==> src/dtt_pkg.sv <==
package dtt_pkg;

  localparam int DEFAULT_SLOTS     = 16;
  localparam int DEFAULT_TIME_BITS = 48;
  localparam int OPCODE_W          = 3;
  localparam int HANDLE_W          = 4;
  localparam int STATUS_W          = 2;
  localparam logic [31:0] WINDOW_RESET = 32'd3600000;

  typedef enum logic [OPCODE_W-1:0] {
    OP_ADD     = 3'd0,
    OP_CANCEL  = 3'd1,
    OP_REFRESH = 3'd2,
    OP_RESET   = 3'd3,
    OP_QUERY   = 3'd4,
    OP_COLLECT = 3'd5
  } op_e;

  typedef enum logic [STATUS_W-1:0] {
    ST_OK       = 2'd0,
    ST_INACTIVE = 2'd1,
    ST_FULL     = 2'd2
  } st_e;

endpackage

==> src/dtt_if.sv <==
interface dtt_req_if import dtt_pkg::*; #(
  parameter int TIME_BITS = DEFAULT_TIME_BITS
);
  logic                 valid;
  logic                 ready;
  logic [OPCODE_W-1:0]  opcode;
  logic [HANDLE_W-1:0]  handle_in;
  logic [TIME_BITS-1:0] period_ms;
  logic                 repeat_flag;
  logic                 restart_now;
  logic [TIME_BITS-1:0] now_ms;

  modport source (output valid, opcode, handle_in, period_ms, repeat_flag, restart_now, now_ms,
                  input ready);
  modport sink   (input valid, opcode, handle_in, period_ms, repeat_flag, restart_now, now_ms,
                  output ready);
endinterface

interface dtt_rsp_if import dtt_pkg::*; #(
  parameter int TIME_BITS = DEFAULT_TIME_BITS
);
  logic                 valid;
  logic                 ready;
  logic [STATUS_W-1:0]  status;
  logic [HANDLE_W-1:0]  handle_out;
  logic                 fired;
  logic [TIME_BITS-1:0] wait_ms;
  logic                 front_notify;
  logic                 last;

  modport source (output valid, status, handle_out, fired, wait_ms, front_notify, last,
                  input ready);
  modport sink   (input valid, status, handle_out, fired, wait_ms, front_notify, last,
                  output ready);
endinterface

interface dtt_cfg_if import dtt_pkg::*; #(
  parameter int TIME_BITS = DEFAULT_TIME_BITS
);
  logic                 valid;
  logic                 ready;
  logic [TIME_BITS-1:0] rollover_window_ms;

  modport source (output valid, rollover_window_ms, input ready);
  modport sink   (input valid, rollover_window_ms, output ready);
endinterface

==> src/deadline_timer_table.sv <==
// Channel   Dir  Handshake     Payload
// req_i     in   valid/ready   opcode, handle_in, period_ms, repeat_flag, restart_now, now_ms
// rsp_o     out  valid/ready   status, handle_out, fired, wait_ms, front_notify, last
// cfg_i     in   valid/ready   rollover_window_ms (ready is always high)
//
// Cancel, unused opcodes, a full add, an inactive refresh and an empty collect are answered from
// idle; a reset that changes nothing first passes an update state. Query, add, refresh and
// reset each run one sweep of the slot memory at one slot per cycle.
// Collect with nothing due runs a due sweep only; otherwise a due sweep, one sweep per fired
// timer and a re-arm sweep follow in that order.
// Reset clears all control state; period and deadline memories are not cleared.
// A new request is taken only in idle while the result register is free.
module deadline_timer_table import dtt_pkg::*; #(
  parameter int TIMER_SLOTS = DEFAULT_SLOTS,
  parameter int TIME_BITS   = DEFAULT_TIME_BITS
) (
  input  logic      clk_i,
  input  logic      rst_ni,
  dtt_req_if.sink   req_i,
  dtt_rsp_if.source rsp_o,
  dtt_cfg_if.sink   cfg_i
);

  localparam int SLOT_W = (TIMER_SLOTS > 1) ? $clog2(TIMER_SLOTS) : 1;
  localparam int CNT_W  = $clog2(TIMER_SLOTS + 1);
  localparam logic [CNT_W-1:0] CNT_END = CNT_W'(TIMER_SLOTS);
  localparam logic [TIME_BITS-1:0] TIME_MAX = '1;

  typedef enum logic [2:0] {
    S_IDLE, S_UPD, S_UPD2, S_SETTLE, S_SWEEP, S_SW_END
  } state_e;

  typedef enum logic [2:0] {
    K_FRONT, K_QUERY, K_DUE, K_PICK, K_REARM
  } sweep_e;

  typedef struct packed {
    st_e                  status;
    logic [HANDLE_W-1:0]  handle;
    logic                 fired;
    logic [TIME_BITS-1:0] wait_ms;
    logic                 notify;
    logic                 last;
  } rsp_t;

  function automatic logic [TIME_BITS-1:0] sat_add(input logic [TIME_BITS-1:0] a,
                                                   input logic [TIME_BITS-1:0] b);
    logic [TIME_BITS:0] s;
    s = {1'b0, a} + {1'b0, b};
    return s[TIME_BITS] ? TIME_MAX : s[TIME_BITS-1:0];
  endfunction

  function automatic rsp_t mk_rsp(input st_e st, input logic [HANDLE_W-1:0] h,
                                  input logic f, input logic [TIME_BITS-1:0] w,
                                  input logic n, input logic l);
    rsp_t r;
    r.status = st;
    r.handle = h;
    r.fired  = f;
    r.wait_ms = w;
    r.notify = n;
    r.last   = l;
    return r;
  endfunction

  state_e state_q;
  sweep_e kind_q;

  logic [TIMER_SLOTS-1:0] active_q, repeat_q, due_q, orig_due_q;
  logic [TIME_BITS-1:0]   window_q, prev_time_q;
  logic                   notify_pending_q, roll_q;

  op_e                    op_q;
  logic [SLOT_W-1:0]      h_q;
  logic [TIME_BITS-1:0]   period_q, now_q, start_q;
  logic                   fnow_q;

  logic [CNT_W-1:0]       cnt_q;
  logic [SLOT_W-1:0]      idx_s_q, best_q;
  logic                   vld_s_q, found_q;
  logic [TIME_BITS-1:0]   best_dl_q;

  logic                   we_dl_q, we_pd_q;
  logic [SLOT_W-1:0]      wa_q;
  logic [TIME_BITS-1:0]   wd_dl_q, wd_pd_q;

  logic [TIME_BITS-1:0]   dl_mem [TIMER_SLOTS];
  logic [TIME_BITS-1:0]   pd_mem [TIMER_SLOTS];
  logic [TIME_BITS-1:0]   rd_dl_q, rd_pd_q;
  logic [SLOT_W-1:0]      rd_addr;

  rsp_t                   rsp_q;
  logic                   rsp_valid_q;

  logic                   out_free, req_acc, h_valid, table_full, cand;
  logic [SLOT_W-1:0]      h_slot, free_idx;
  logic [TIMER_SLOTS-1:0] due_rem;
  logic [TIME_BITS-1:0]   query_wait;

  assign out_free = !rsp_valid_q || rsp_o.ready;
  assign req_i.ready = (state_q == S_IDLE) && out_free;
  assign req_acc = req_i.valid && req_i.ready;
  assign cfg_i.ready = 1'b1;

  assign h_slot  = SLOT_W'(req_i.handle_in);
  assign h_valid = 32'(req_i.handle_in) < 32'(TIMER_SLOTS);
  assign table_full = &active_q;

  always_comb begin
    free_idx = '0;
    for (int j = TIMER_SLOTS - 1; j >= 0; j--) begin
      if (!active_q[j]) free_idx = SLOT_W'(j);
    end
  end

  always_comb begin
    due_rem = due_q;
    due_rem[best_q] = 1'b0;
  end

  assign cand = (kind_q == K_PICK) ? due_q[idx_s_q] : active_q[idx_s_q];

  always_comb begin
    if (!found_q) query_wait = TIME_MAX;
    else if (now_q >= best_dl_q) query_wait = '0;
    else query_wait = best_dl_q - now_q;
  end

  // In idle the slot named by the request is read so that its data is ready next cycle.
  always_comb begin
    if (state_q == S_IDLE) rd_addr = h_slot;
    else if (cnt_q < CNT_END) rd_addr = cnt_q[SLOT_W-1:0];
    else rd_addr = '0;
  end

  always_ff @(posedge clk_i) begin
    if (we_dl_q) dl_mem[wa_q] <= wd_dl_q;
    if (we_pd_q) pd_mem[wa_q] <= wd_pd_q;
    rd_dl_q <= dl_mem[rd_addr];
    rd_pd_q <= pd_mem[rd_addr];
  end

  always_ff @(posedge clk_i or negedge rst_ni) begin
    if (!rst_ni) begin
      state_q          <= S_IDLE;
      kind_q           <= K_FRONT;
      active_q         <= '0;
      repeat_q         <= '0;
      due_q            <= '0;
      orig_due_q       <= '0;
      window_q         <= TIME_BITS'(WINDOW_RESET);
      prev_time_q      <= '0;
      notify_pending_q <= 1'b0;
      roll_q           <= 1'b0;
      cnt_q            <= '0;
      vld_s_q          <= 1'b0;
      found_q          <= 1'b0;
      we_dl_q          <= 1'b0;
      we_pd_q          <= 1'b0;
      rsp_valid_q      <= 1'b0;
    end else begin
      we_dl_q <= 1'b0;
      we_pd_q <= 1'b0;
      if (rsp_o.ready) rsp_valid_q <= 1'b0;
      if (cfg_i.valid) window_q <= cfg_i.rollover_window_ms;

      unique case (state_q)
        S_IDLE: begin
          if (req_acc) begin
            op_q     <= op_e'(req_i.opcode);
            h_q      <= h_slot;
            period_q <= req_i.period_ms;
            now_q    <= req_i.now_ms;
            fnow_q   <= req_i.restart_now;
            case (op_e'(req_i.opcode))
              OP_ADD: begin
                if (table_full) begin
                  rsp_q       <= mk_rsp(ST_FULL, '0, 1'b0, '0, 1'b0, 1'b1);
                  rsp_valid_q <= 1'b1;
                end else begin
                  active_q[free_idx] <= 1'b1;
                  repeat_q[free_idx] <= req_i.repeat_flag;
                  h_q     <= free_idx;
                  wa_q    <= free_idx;
                  we_dl_q <= 1'b1;
                  we_pd_q <= 1'b1;
                  wd_pd_q <= req_i.period_ms;
                  wd_dl_q <= sat_add(req_i.now_ms, req_i.period_ms);
                  kind_q  <= K_FRONT;
                  state_q <= S_SETTLE;
                end
              end
              OP_CANCEL: begin
                if (h_valid && active_q[h_slot]) begin
                  active_q[h_slot] <= 1'b0;
                  rsp_q <= mk_rsp(ST_OK, '0, 1'b0, '0, 1'b0, 1'b1);
                end else begin
                  rsp_q <= mk_rsp(ST_INACTIVE, '0, 1'b0, '0, 1'b0, 1'b1);
                end
                rsp_valid_q <= 1'b1;
              end
              OP_REFRESH: begin
                if (h_valid && active_q[h_slot]) begin
                  state_q <= S_UPD;
                end else begin
                  rsp_q       <= mk_rsp(ST_INACTIVE, '0, 1'b0, '0, 1'b0, 1'b1);
                  rsp_valid_q <= 1'b1;
                end
              end
              OP_RESET: begin
                if (h_valid) begin
                  state_q <= S_UPD;
                end else begin
                  rsp_q       <= mk_rsp(ST_INACTIVE, '0, 1'b0, '0, 1'b0, 1'b1);
                  rsp_valid_q <= 1'b1;
                end
              end
              OP_QUERY: begin
                notify_pending_q <= 1'b0;
                kind_q  <= K_QUERY;
                cnt_q   <= '0;
                found_q <= 1'b0;
                state_q <= S_SWEEP;
              end
              OP_COLLECT: begin
                if (active_q == '0) begin
                  rsp_q       <= mk_rsp(ST_OK, '0, 1'b0, '0, 1'b0, 1'b1);
                  rsp_valid_q <= 1'b1;
                end else begin
                  roll_q      <= (prev_time_q > window_q) &&
                                 (req_i.now_ms < prev_time_q - window_q);
                  prev_time_q <= req_i.now_ms;
                  kind_q  <= K_DUE;
                  cnt_q   <= '0;
                  state_q <= S_SWEEP;
                end
              end
              default: begin
                rsp_q       <= mk_rsp(ST_OK, '0, 1'b0, '0, 1'b0, 1'b1);
                rsp_valid_q <= 1'b1;
              end
            endcase
          end
        end

        S_UPD: begin
          wa_q <= h_q;
          if (op_q == OP_REFRESH) begin
            we_dl_q <= 1'b1;
            wd_dl_q <= sat_add(now_q, rd_pd_q);
            kind_q  <= K_FRONT;
            state_q <= S_SETTLE;
          end else if (!fnow_q && period_q == rd_pd_q) begin
            rsp_q       <= mk_rsp(ST_OK, '0, 1'b0, '0, 1'b0, 1'b1);
            rsp_valid_q <= 1'b1;
            state_q     <= S_IDLE;
          end else if (!active_q[h_q]) begin
            rsp_q       <= mk_rsp(ST_INACTIVE, '0, 1'b0, '0, 1'b0, 1'b1);
            rsp_valid_q <= 1'b1;
            state_q     <= S_IDLE;
          end else begin
            if (fnow_q) start_q <= now_q;
            else if (rd_dl_q >= rd_pd_q) start_q <= rd_dl_q - rd_pd_q;
            else start_q <= '0;
            state_q <= S_UPD2;
          end
        end

        S_UPD2: begin
          we_dl_q <= 1'b1;
          we_pd_q <= 1'b1;
          wd_pd_q <= period_q;
          wd_dl_q <= sat_add(start_q, period_q);
          kind_q  <= K_FRONT;
          state_q <= S_SETTLE;
        end

        // Lets the last memory write land before the next read.
        S_SETTLE: begin
          cnt_q   <= '0;
          found_q <= 1'b0;
          state_q <= (kind_q == K_REARM) ? S_IDLE : S_SWEEP;
        end

        S_SWEEP: begin
          if (cnt_q < CNT_END) begin
            idx_s_q <= cnt_q[SLOT_W-1:0];
            vld_s_q <= 1'b1;
            cnt_q   <= cnt_q + 1'b1;
          end else begin
            vld_s_q <= 1'b0;
          end
          if (vld_s_q) begin
            case (kind_q)
              K_DUE: due_q[idx_s_q] <= active_q[idx_s_q] && (roll_q || rd_dl_q <= now_q);
              K_REARM: begin
                if (orig_due_q[idx_s_q]) begin
                  if (repeat_q[idx_s_q]) begin
                    we_dl_q <= 1'b1;
                    wa_q    <= idx_s_q;
                    wd_dl_q <= sat_add(now_q, rd_pd_q);
                  end else begin
                    active_q[idx_s_q] <= 1'b0;
                  end
                end
              end
              default: begin
                // Ascending scan with a strict compare keeps the lower slot on a tie.
                if (cand && (!found_q || rd_dl_q < best_dl_q)) begin
                  found_q   <= 1'b1;
                  best_q    <= idx_s_q;
                  best_dl_q <= rd_dl_q;
                end
              end
            endcase
          end
          if (cnt_q == CNT_END && !vld_s_q) state_q <= S_SW_END;
        end

        S_SW_END: begin
          case (kind_q)
            K_DUE: begin
              if (due_q == '0) begin
                if (out_free) begin
                  rsp_q       <= mk_rsp(ST_OK, '0, 1'b0, '0, 1'b0, 1'b1);
                  rsp_valid_q <= 1'b1;
                  state_q     <= S_IDLE;
                end
              end else begin
                orig_due_q <= due_q;
                kind_q  <= K_PICK;
                cnt_q   <= '0;
                found_q <= 1'b0;
                state_q <= S_SWEEP;
              end
            end
            K_REARM: state_q <= S_SETTLE;
            default: begin
              if (out_free) begin
                rsp_valid_q <= 1'b1;
                if (kind_q == K_PICK) begin
                  rsp_q   <= mk_rsp(ST_OK, HANDLE_W'(best_q), 1'b1, '0, 1'b0, due_rem == '0);
                  due_q   <= due_rem;
                  kind_q  <= (due_rem == '0) ? K_REARM : K_PICK;
                  cnt_q   <= '0;
                  found_q <= 1'b0;
                  state_q <= S_SWEEP;
                end else if (kind_q == K_QUERY) begin
                  rsp_q   <= mk_rsp(ST_OK, '0, 1'b0, query_wait, 1'b0, 1'b1);
                  state_q <= S_IDLE;
                end else begin
                  // An add reports the slot it took.
                  rsp_q <= mk_rsp(ST_OK, (op_q == OP_ADD) ? HANDLE_W'(h_q) : '0, 1'b0, '0,
                                  found_q && best_q == h_q && !notify_pending_q, 1'b1);
                  if (found_q && best_q == h_q) notify_pending_q <= 1'b1;
                  state_q <= S_IDLE;
                end
              end
            end
          endcase
        end

        default: state_q <= S_IDLE;
      endcase
    end
  end

  assign rsp_o.valid        = rsp_valid_q;
  assign rsp_o.status       = rsp_q.status;
  assign rsp_o.handle_out   = rsp_q.handle;
  assign rsp_o.fired        = rsp_q.fired;
  assign rsp_o.wait_ms      = rsp_q.wait_ms;
  assign rsp_o.front_notify = rsp_q.notify;
  assign rsp_o.last         = rsp_q.last;

`ifndef NO_ASSERTIONS
  a_notify_reported: assert property (@(posedge clk_i) disable iff (!rst_ni)
    $rose(notify_pending_q) |-> rsp_valid_q && rsp_q.notify)
    else $error("notify flag set without a notify result");

  a_due_subset: assert property (@(posedge clk_i) disable iff (!rst_ni)
    (state_q == S_SWEEP && kind_q == K_PICK) |-> (due_q & ~active_q) == '0)
    else $error("due timer is not active");

  a_pick_found: assert property (@(posedge clk_i) disable iff (!rst_ni)
    (state_q == S_SW_END && kind_q == K_PICK) |-> found_q)
    else $error("pick sweep found no due timer");

  a_busy_no_req: assert property (@(posedge clk_i) disable iff (!rst_ni)
    (state_q == S_SWEEP) |-> !req_acc)
    else $error("request taken during a sweep");
`endif

endmodule

==> src/flat_wrapper.sv <==
// flat-port wrapper written by rule: the top's interface ports become plain ports
module deadline_timer_table_flat import dtt_pkg::*;
#(
  parameter int TIMER_SLOTS = DEFAULT_SLOTS,
  parameter int TIME_BITS   = DEFAULT_TIME_BITS
)
  (clk_i, rst_ni, req_i_valid, req_i_opcode, req_i_handle_in, req_i_period_ms, req_i_repeat_flag, req_i_restart_now, req_i_now_ms, req_i_ready, rsp_o_valid, rsp_o_status, rsp_o_handle_out, rsp_o_fired, rsp_o_wait_ms, rsp_o_front_notify, rsp_o_last, rsp_o_ready, cfg_i_valid, cfg_i_rollover_window_ms, cfg_i_ready);
  dtt_req_if #(.TIME_BITS(TIME_BITS)) req_i_i ();
  dtt_rsp_if #(.TIME_BITS(TIME_BITS)) rsp_o_i ();
  dtt_cfg_if #(.TIME_BITS(TIME_BITS)) cfg_i_i ();
  input  logic clk_i;
  input  logic rst_ni;
  input wire logic [$bits(req_i_i.valid)-1:0] req_i_valid;
  input wire logic [$bits(req_i_i.opcode)-1:0] req_i_opcode;
  input wire logic [$bits(req_i_i.handle_in)-1:0] req_i_handle_in;
  input wire logic [$bits(req_i_i.period_ms)-1:0] req_i_period_ms;
  input wire logic [$bits(req_i_i.repeat_flag)-1:0] req_i_repeat_flag;
  input wire logic [$bits(req_i_i.restart_now)-1:0] req_i_restart_now;
  input wire logic [$bits(req_i_i.now_ms)-1:0] req_i_now_ms;
  output wire logic [$bits(req_i_i.ready)-1:0] req_i_ready;
  output wire logic [$bits(rsp_o_i.valid)-1:0] rsp_o_valid;
  output wire logic [$bits(rsp_o_i.status)-1:0] rsp_o_status;
  output wire logic [$bits(rsp_o_i.handle_out)-1:0] rsp_o_handle_out;
  output wire logic [$bits(rsp_o_i.fired)-1:0] rsp_o_fired;
  output wire logic [$bits(rsp_o_i.wait_ms)-1:0] rsp_o_wait_ms;
  output wire logic [$bits(rsp_o_i.front_notify)-1:0] rsp_o_front_notify;
  output wire logic [$bits(rsp_o_i.last)-1:0] rsp_o_last;
  input wire logic [$bits(rsp_o_i.ready)-1:0] rsp_o_ready;
  input wire logic [$bits(cfg_i_i.valid)-1:0] cfg_i_valid;
  input wire logic [$bits(cfg_i_i.rollover_window_ms)-1:0] cfg_i_rollover_window_ms;
  output wire logic [$bits(cfg_i_i.ready)-1:0] cfg_i_ready;
  assign req_i_i.valid = req_i_valid;
  assign req_i_i.opcode = req_i_opcode;
  assign req_i_i.handle_in = req_i_handle_in;
  assign req_i_i.period_ms = req_i_period_ms;
  assign req_i_i.repeat_flag = req_i_repeat_flag;
  assign req_i_i.restart_now = req_i_restart_now;
  assign req_i_i.now_ms = req_i_now_ms;
  assign req_i_ready = req_i_i.ready;
  assign rsp_o_valid = rsp_o_i.valid;
  assign rsp_o_status = rsp_o_i.status;
  assign rsp_o_handle_out = rsp_o_i.handle_out;
  assign rsp_o_fired = rsp_o_i.fired;
  assign rsp_o_wait_ms = rsp_o_i.wait_ms;
  assign rsp_o_front_notify = rsp_o_i.front_notify;
  assign rsp_o_last = rsp_o_i.last;
  assign rsp_o_i.ready = rsp_o_ready;
  assign cfg_i_i.valid = cfg_i_valid;
  assign cfg_i_i.rollover_window_ms = cfg_i_rollover_window_ms;
  assign cfg_i_ready = cfg_i_i.ready;
  deadline_timer_table #(.TIMER_SLOTS(TIMER_SLOTS), .TIME_BITS(TIME_BITS)) u_core (.clk_i(clk_i), .rst_ni(rst_ni), .req_i(req_i_i), .rsp_o(rsp_o_i), .cfg_i(cfg_i_i));
endmodule
==> config.mk <==
export PLATFORM = sky130hd
export DESIGN_NAME = deadline_timer_table_flat
export DESIGN_NICKNAME = d
export VERILOG_FILES = /design/src/dtt_pkg.sv /design/src/dtt_if.sv /design/src/deadline_timer_table.sv /design/src/flat_wrapper.sv
export SDC_FILE = /design/constraint.sdc
export NUM_CORES = 2
export LEC_CHECK = 0
export ABC_AREA = 1
export BUFFER_PORTS_ARGS = -buffer_cell sky130_fd_sc_hd__buf_2
export CAP_MARGIN = 20
export CORE_MARGIN = 1.5
export CORE_UTILIZATION = 35
export DETAILED_ROUTE_END_ITERATION = 6
export PLACE_DENSITY = 0.52
export SLEW_MARGIN = 10
export SYNTH_ARGS = -nofsm -noshare
export SYNTH_HDL_FRONTEND = slang
export SYNTH_SLANG_ARGS = --single-unit
==> constraint.sdc <==
create_clock -name clk_i -period 6.9 [get_ports clk_i]
set_clock_uncertainty 0.2 [all_clocks]
set_input_delay 0.69 -clock clk_i [delete_from_list [all_inputs] [get_ports clk_i]]
set_output_delay 0.69 -clock clk_i [all_outputs]
set_load 0.02 [all_outputs]
==> out/qor.yml <==
drt-initial-drc-count: 9329
fin_nets: 12300
vias: 87700
synth_area_mm2: 0.111
powerDensity_mw_per_mm2: 470
met1_usage_pct: 38.7
hold_viol: 0
crit_required_ns: 7.30
synth_cell_types: 69
gp_congestion: 1.04
yosysTopAreaCell: "edfxtp_1"
start_util_pct: 35.2
reg2reg_setup_slack_ns: 1.67
antenna_found_initial: 42
drtAntennaViolNets: 0
worstSkewPairLatency_ns: 0.97
clk_pin_slew_ns: 0.06
post-cts-setup-buffer-count: 0
grt_pass1_wl_um: 622000
startpoint_type: "flip-flop"
yosysWarnings: 0
postSynthAreaPerCell_um2: 9.74
yosysTopAreaCellShare_pct: 51.5
drv_slew: 0
die_width_um: 566
cts.htree.levels: 4
max_stage_delay_ns: 0.88
dp.final_hpwl_um: 319000
failed_checks: "DRC"
areaGrowthSynthToFinish_pct: 14.5
cp_max_fo: 27
synth.net_count: 12000
hold_depth: 4
drc: 3
row_count: 206
rsz0062_at_grt: "no"
async_flop_share_pct: 8.18
cp_cell_sequence: "ha_1 > inv_1 > fa_1 > nand2_1 > o21ai_2 > nand2_1 > nand2_1 > a21oi_2 > o21ai_2 > nand2_1 > nand2_1 > nand2_1 > nand2_1 > nand2_1 > inv_2 > nand3_1 > a21oi_1"
finalSetupViolations: 0
multi_input_area_mm2: 0.0396
worstMarginPinSlew_ns: 1.25
ys_ff_latch: 2175
die_h_um: 566
vias_per_cell: 5.45
nFillCells: 30900
synth-main-ff-cell: "edfxtp_1"
dieArea_mm2: 0.320
io_pins: 218
min_period_ns: 5.23
worst-path-buf-inv: 2
p_leak_nw: 50.5
critPathTopFamily: "simple AND/OR/NAND/NOR gates"
numClockSinks: 2175
max_freq_ghz: 0.191
seq_area_mm2: 0.0635
drive_above_1_share_pct: 7.18
clock_path_buffers: 4
fin_area_mm2: 0.127
core_mm2: 0.315
track_usage_pct: 27.3
status: "finished with violations"
r2r-start: "u_core.now_q[0]"
worstHoldEndpoint: "u_core.rsp_o.valid"
peakVddDrop_mv: 0.453
hold_path_class: "in -> reg"
grt.busiest_layer: "met2"
cts_buffers: 244
gr-usage-met3_pct: 3.66
r2r_cells: 17
cts_tree: "done"
wirelength_um: 446000
seq_area_frac_synth_pct: 57.3
dr.pass1.iters: 7
grt_use_met2_pct: 42.7
crit_slowest_cell: "edfxtp_1"
timing.rr.end: "u_core.rsp_o.wait_ms[46]"
grt_max_degree: 191
synth_edf_count: 1901
grt_overflow: 0
placed_cell_area_mm2: 0.117
synthTopCellsByArea: "edfxtp_1 52%, nand2_1 7.5%, inv_1 5.5%, o211ai_1 5.3%, ha_1 4.9%"
crit_path_frequent_cell: "nand2_1"
cp-end-kind: "flip-flop"
max-cap-violations: 0
fin_crit_sh_pct: 75.8
io_buffers: 216
grt_pass1_vias: 83900
hold_path_startpoint: "rsp_o_ready"
relSlewSlack_pct: 15.9
cts-root-buf: "clkbuf_16"
final.setup.tns_ns: 0
avgRoutedWirePerCell_um: 27.7
criticalPathCategory: "reg -> reg"
arrival_ns: 5.63
synth_cells: 11400
## logic make-up (layout without fill, tap and decap cells)
group	after synthesis	count (layout)	synth area share (%)
other	1	23	0.00338
AND/OR/NAND/NOR	4101	4101	15.5
adder cells (fa/ha/maj)	438	438	4.98
multiplexers	1	1	0.0102
buffers and inverters	2096	2613	7.35
XOR/XNOR	225	225	1.78
flip-flops	2175	2175	57.3
AO/OA/AOI/OAI	2342	2342	13.1
## routing by layer
layer  part of all wire [%]  routed length, um
met1                     45             199000
met2                     44             198000
met3                    7.0              31000
met4                    4.0              17700
met5                  0.019                 86
## worst register-to-register path, stage by stage, from the launching register on
cell and delay [ns]:
edfxtp_1 0.88, ha_1 0.57, inv_1 0.20, fa_1 0.42, nand2_1 0.20, o21ai_2 0.12
nand2_1 0.08, nand2_1 0.10, a21oi_2 0.28, o21ai_2 0.14, nand2_1 0.09, nand2_1 0.13
nand2_1 0.09, nand2_1 0.09, nand2_1 0.61, inv_2 0.41, nand3_1 0.19, a21oi_1 0.08
## placed cells by master (no fill, tap or decap), types with 22 or more instances in the layout
cell type	instances
nand3_1	904
o21bai_1	35
o21ai_1	22
nand4_1	69
ha_1	432
dlygate4sd3_1	150
a31oi_1	73
clkbuf_16	250
nand2_1	2206
a21oi_1	562
a21o_1	45
nor4_1	42
clkinv_1	28
o21a_1	28
inv_1	1635
clkbuf_1	52
dfrtp_1	167
o22ai_1	83
nor3_1	85
buf_4	108
bufinv_16	35
o21ai_0	593
dfxtp_1	96
nor2_4	27
clkinv_2	36
buf_2	216
diode_2	22
edfxtp_1	1901
xnor2_1	93
nor2_1	683
xor2_1	132
o211ai_1	783
## worst max path at each step
stage                        from                  endpoint  cells past startpoint
2_1_floorplan   u_core.state_q[0]             u_core.fnow_q                      7
3_3_place_gp      req_i_now_ms[0]        u_core.wd_dl_q[43]                     16
3_5_place_dp      u_core.now_q[0]  u_core.rsp_o.wait_ms[46]                     17
4_1_cts           u_core.now_q[0]  u_core.rsp_o.wait_ms[46]                     17
5_1_grt        u_core.window_q[9]             u_core.roll_q                     21
6_report          u_core.now_q[0]  u_core.rsp_o.wait_ms[46]                     17
## area by class of cell
class	instances	share of cell area (%)
sequential	2175	50.0
multi-input combinational	7108	31.2
clock buffer	321	5.29
inverter	1657	4.93
tap	4160	4.10
timing repair buffer	497	3.04
clock inverter	138	1.39
antenna	22	0.0434
## synth_stat cells (7+ instances only)
cell          n
or2_2        11
o21ai_0     594
inv_1      1638
clkbuf_1    196
nand3b_1      9
nor2_2        7
o22ai_1      83
ha_1        432
dfxtp_1      96
nand2_1    2207
o21bai_1     35
o21a_1       28
edfxtp_1   1901
o211ai_1    783
a31oi_1      73
xnor2_1      93
a31o_2        7
a21oi_1     563
o31ai_1      10
and3_1       18
dfstp_2      11
buf_1        50
buf_4         9
a21o_1       45
nor4_1       45
a22oi_1      21
a211oi_1     18
a21boi_0     14
nor3_1       99
inv_2        18
dfrtp_1     167
o21ai_1      22
o2111ai_1    11
xor2_1      132
nor2_1      708
buf_2       179
nand3_1     907
a221oi_1      7
nand4_1      69
## through the flow
stage                     cells  utilization [%]  worst slack, ns  hold slack, ns  total power (W)
after floorplan           11400                -            0.682           0.194           0.0350
after global placement    15400             37.0             1.16           0.269           0.0455
after detailed placement  15400             37.1             1.89           0.272           0.0456
after CTS                 16100             40.2             1.78         0.00431           0.0596
after global routing      16100             40.3             1.56          0.0777           0.0627
final                     16100             40.3             1.67          0.0703           0.0596
## report_power, final
| part | switching, W | internal (W) | total [W] |
|---|---|---|---|
| Clock | 0.00560 | 0.00817 | 0.0138 |
| Sequential | 0.00279 | 0.0166 | 0.0194 |
| Combinational | 0.0187 | 0.00768 | 0.0264 |
| Total | 0.0271 | 0.0325 | 0.0596 |
## flip-flops by register name, summed over array words and instances, names as in the netlist, 48 cells and up
signal and count:
u_core.pd_mem 768, u_core.start_q 48, u_core.wd_pd_q 48, u_core.now_q 48, u_core.best_dl_q 48, u_core.rd_dl_q 48, u_core.period_q 48, u_core.rsp_o.wait_ms 48
u_core.wd_dl_q 48, u_core.prev_time_q 48, u_core.window_q 48, u_core.dl_mem 768, u_core.rd_pd_q 48
## what timing repair did
item / 4_1_cts / 5_1_grt
hold buffers: 150 / 0
gates resized for setup: 0 / 0
endpoints found under the hold margin: 249 / 0
(Power assumes the default switching activity.)
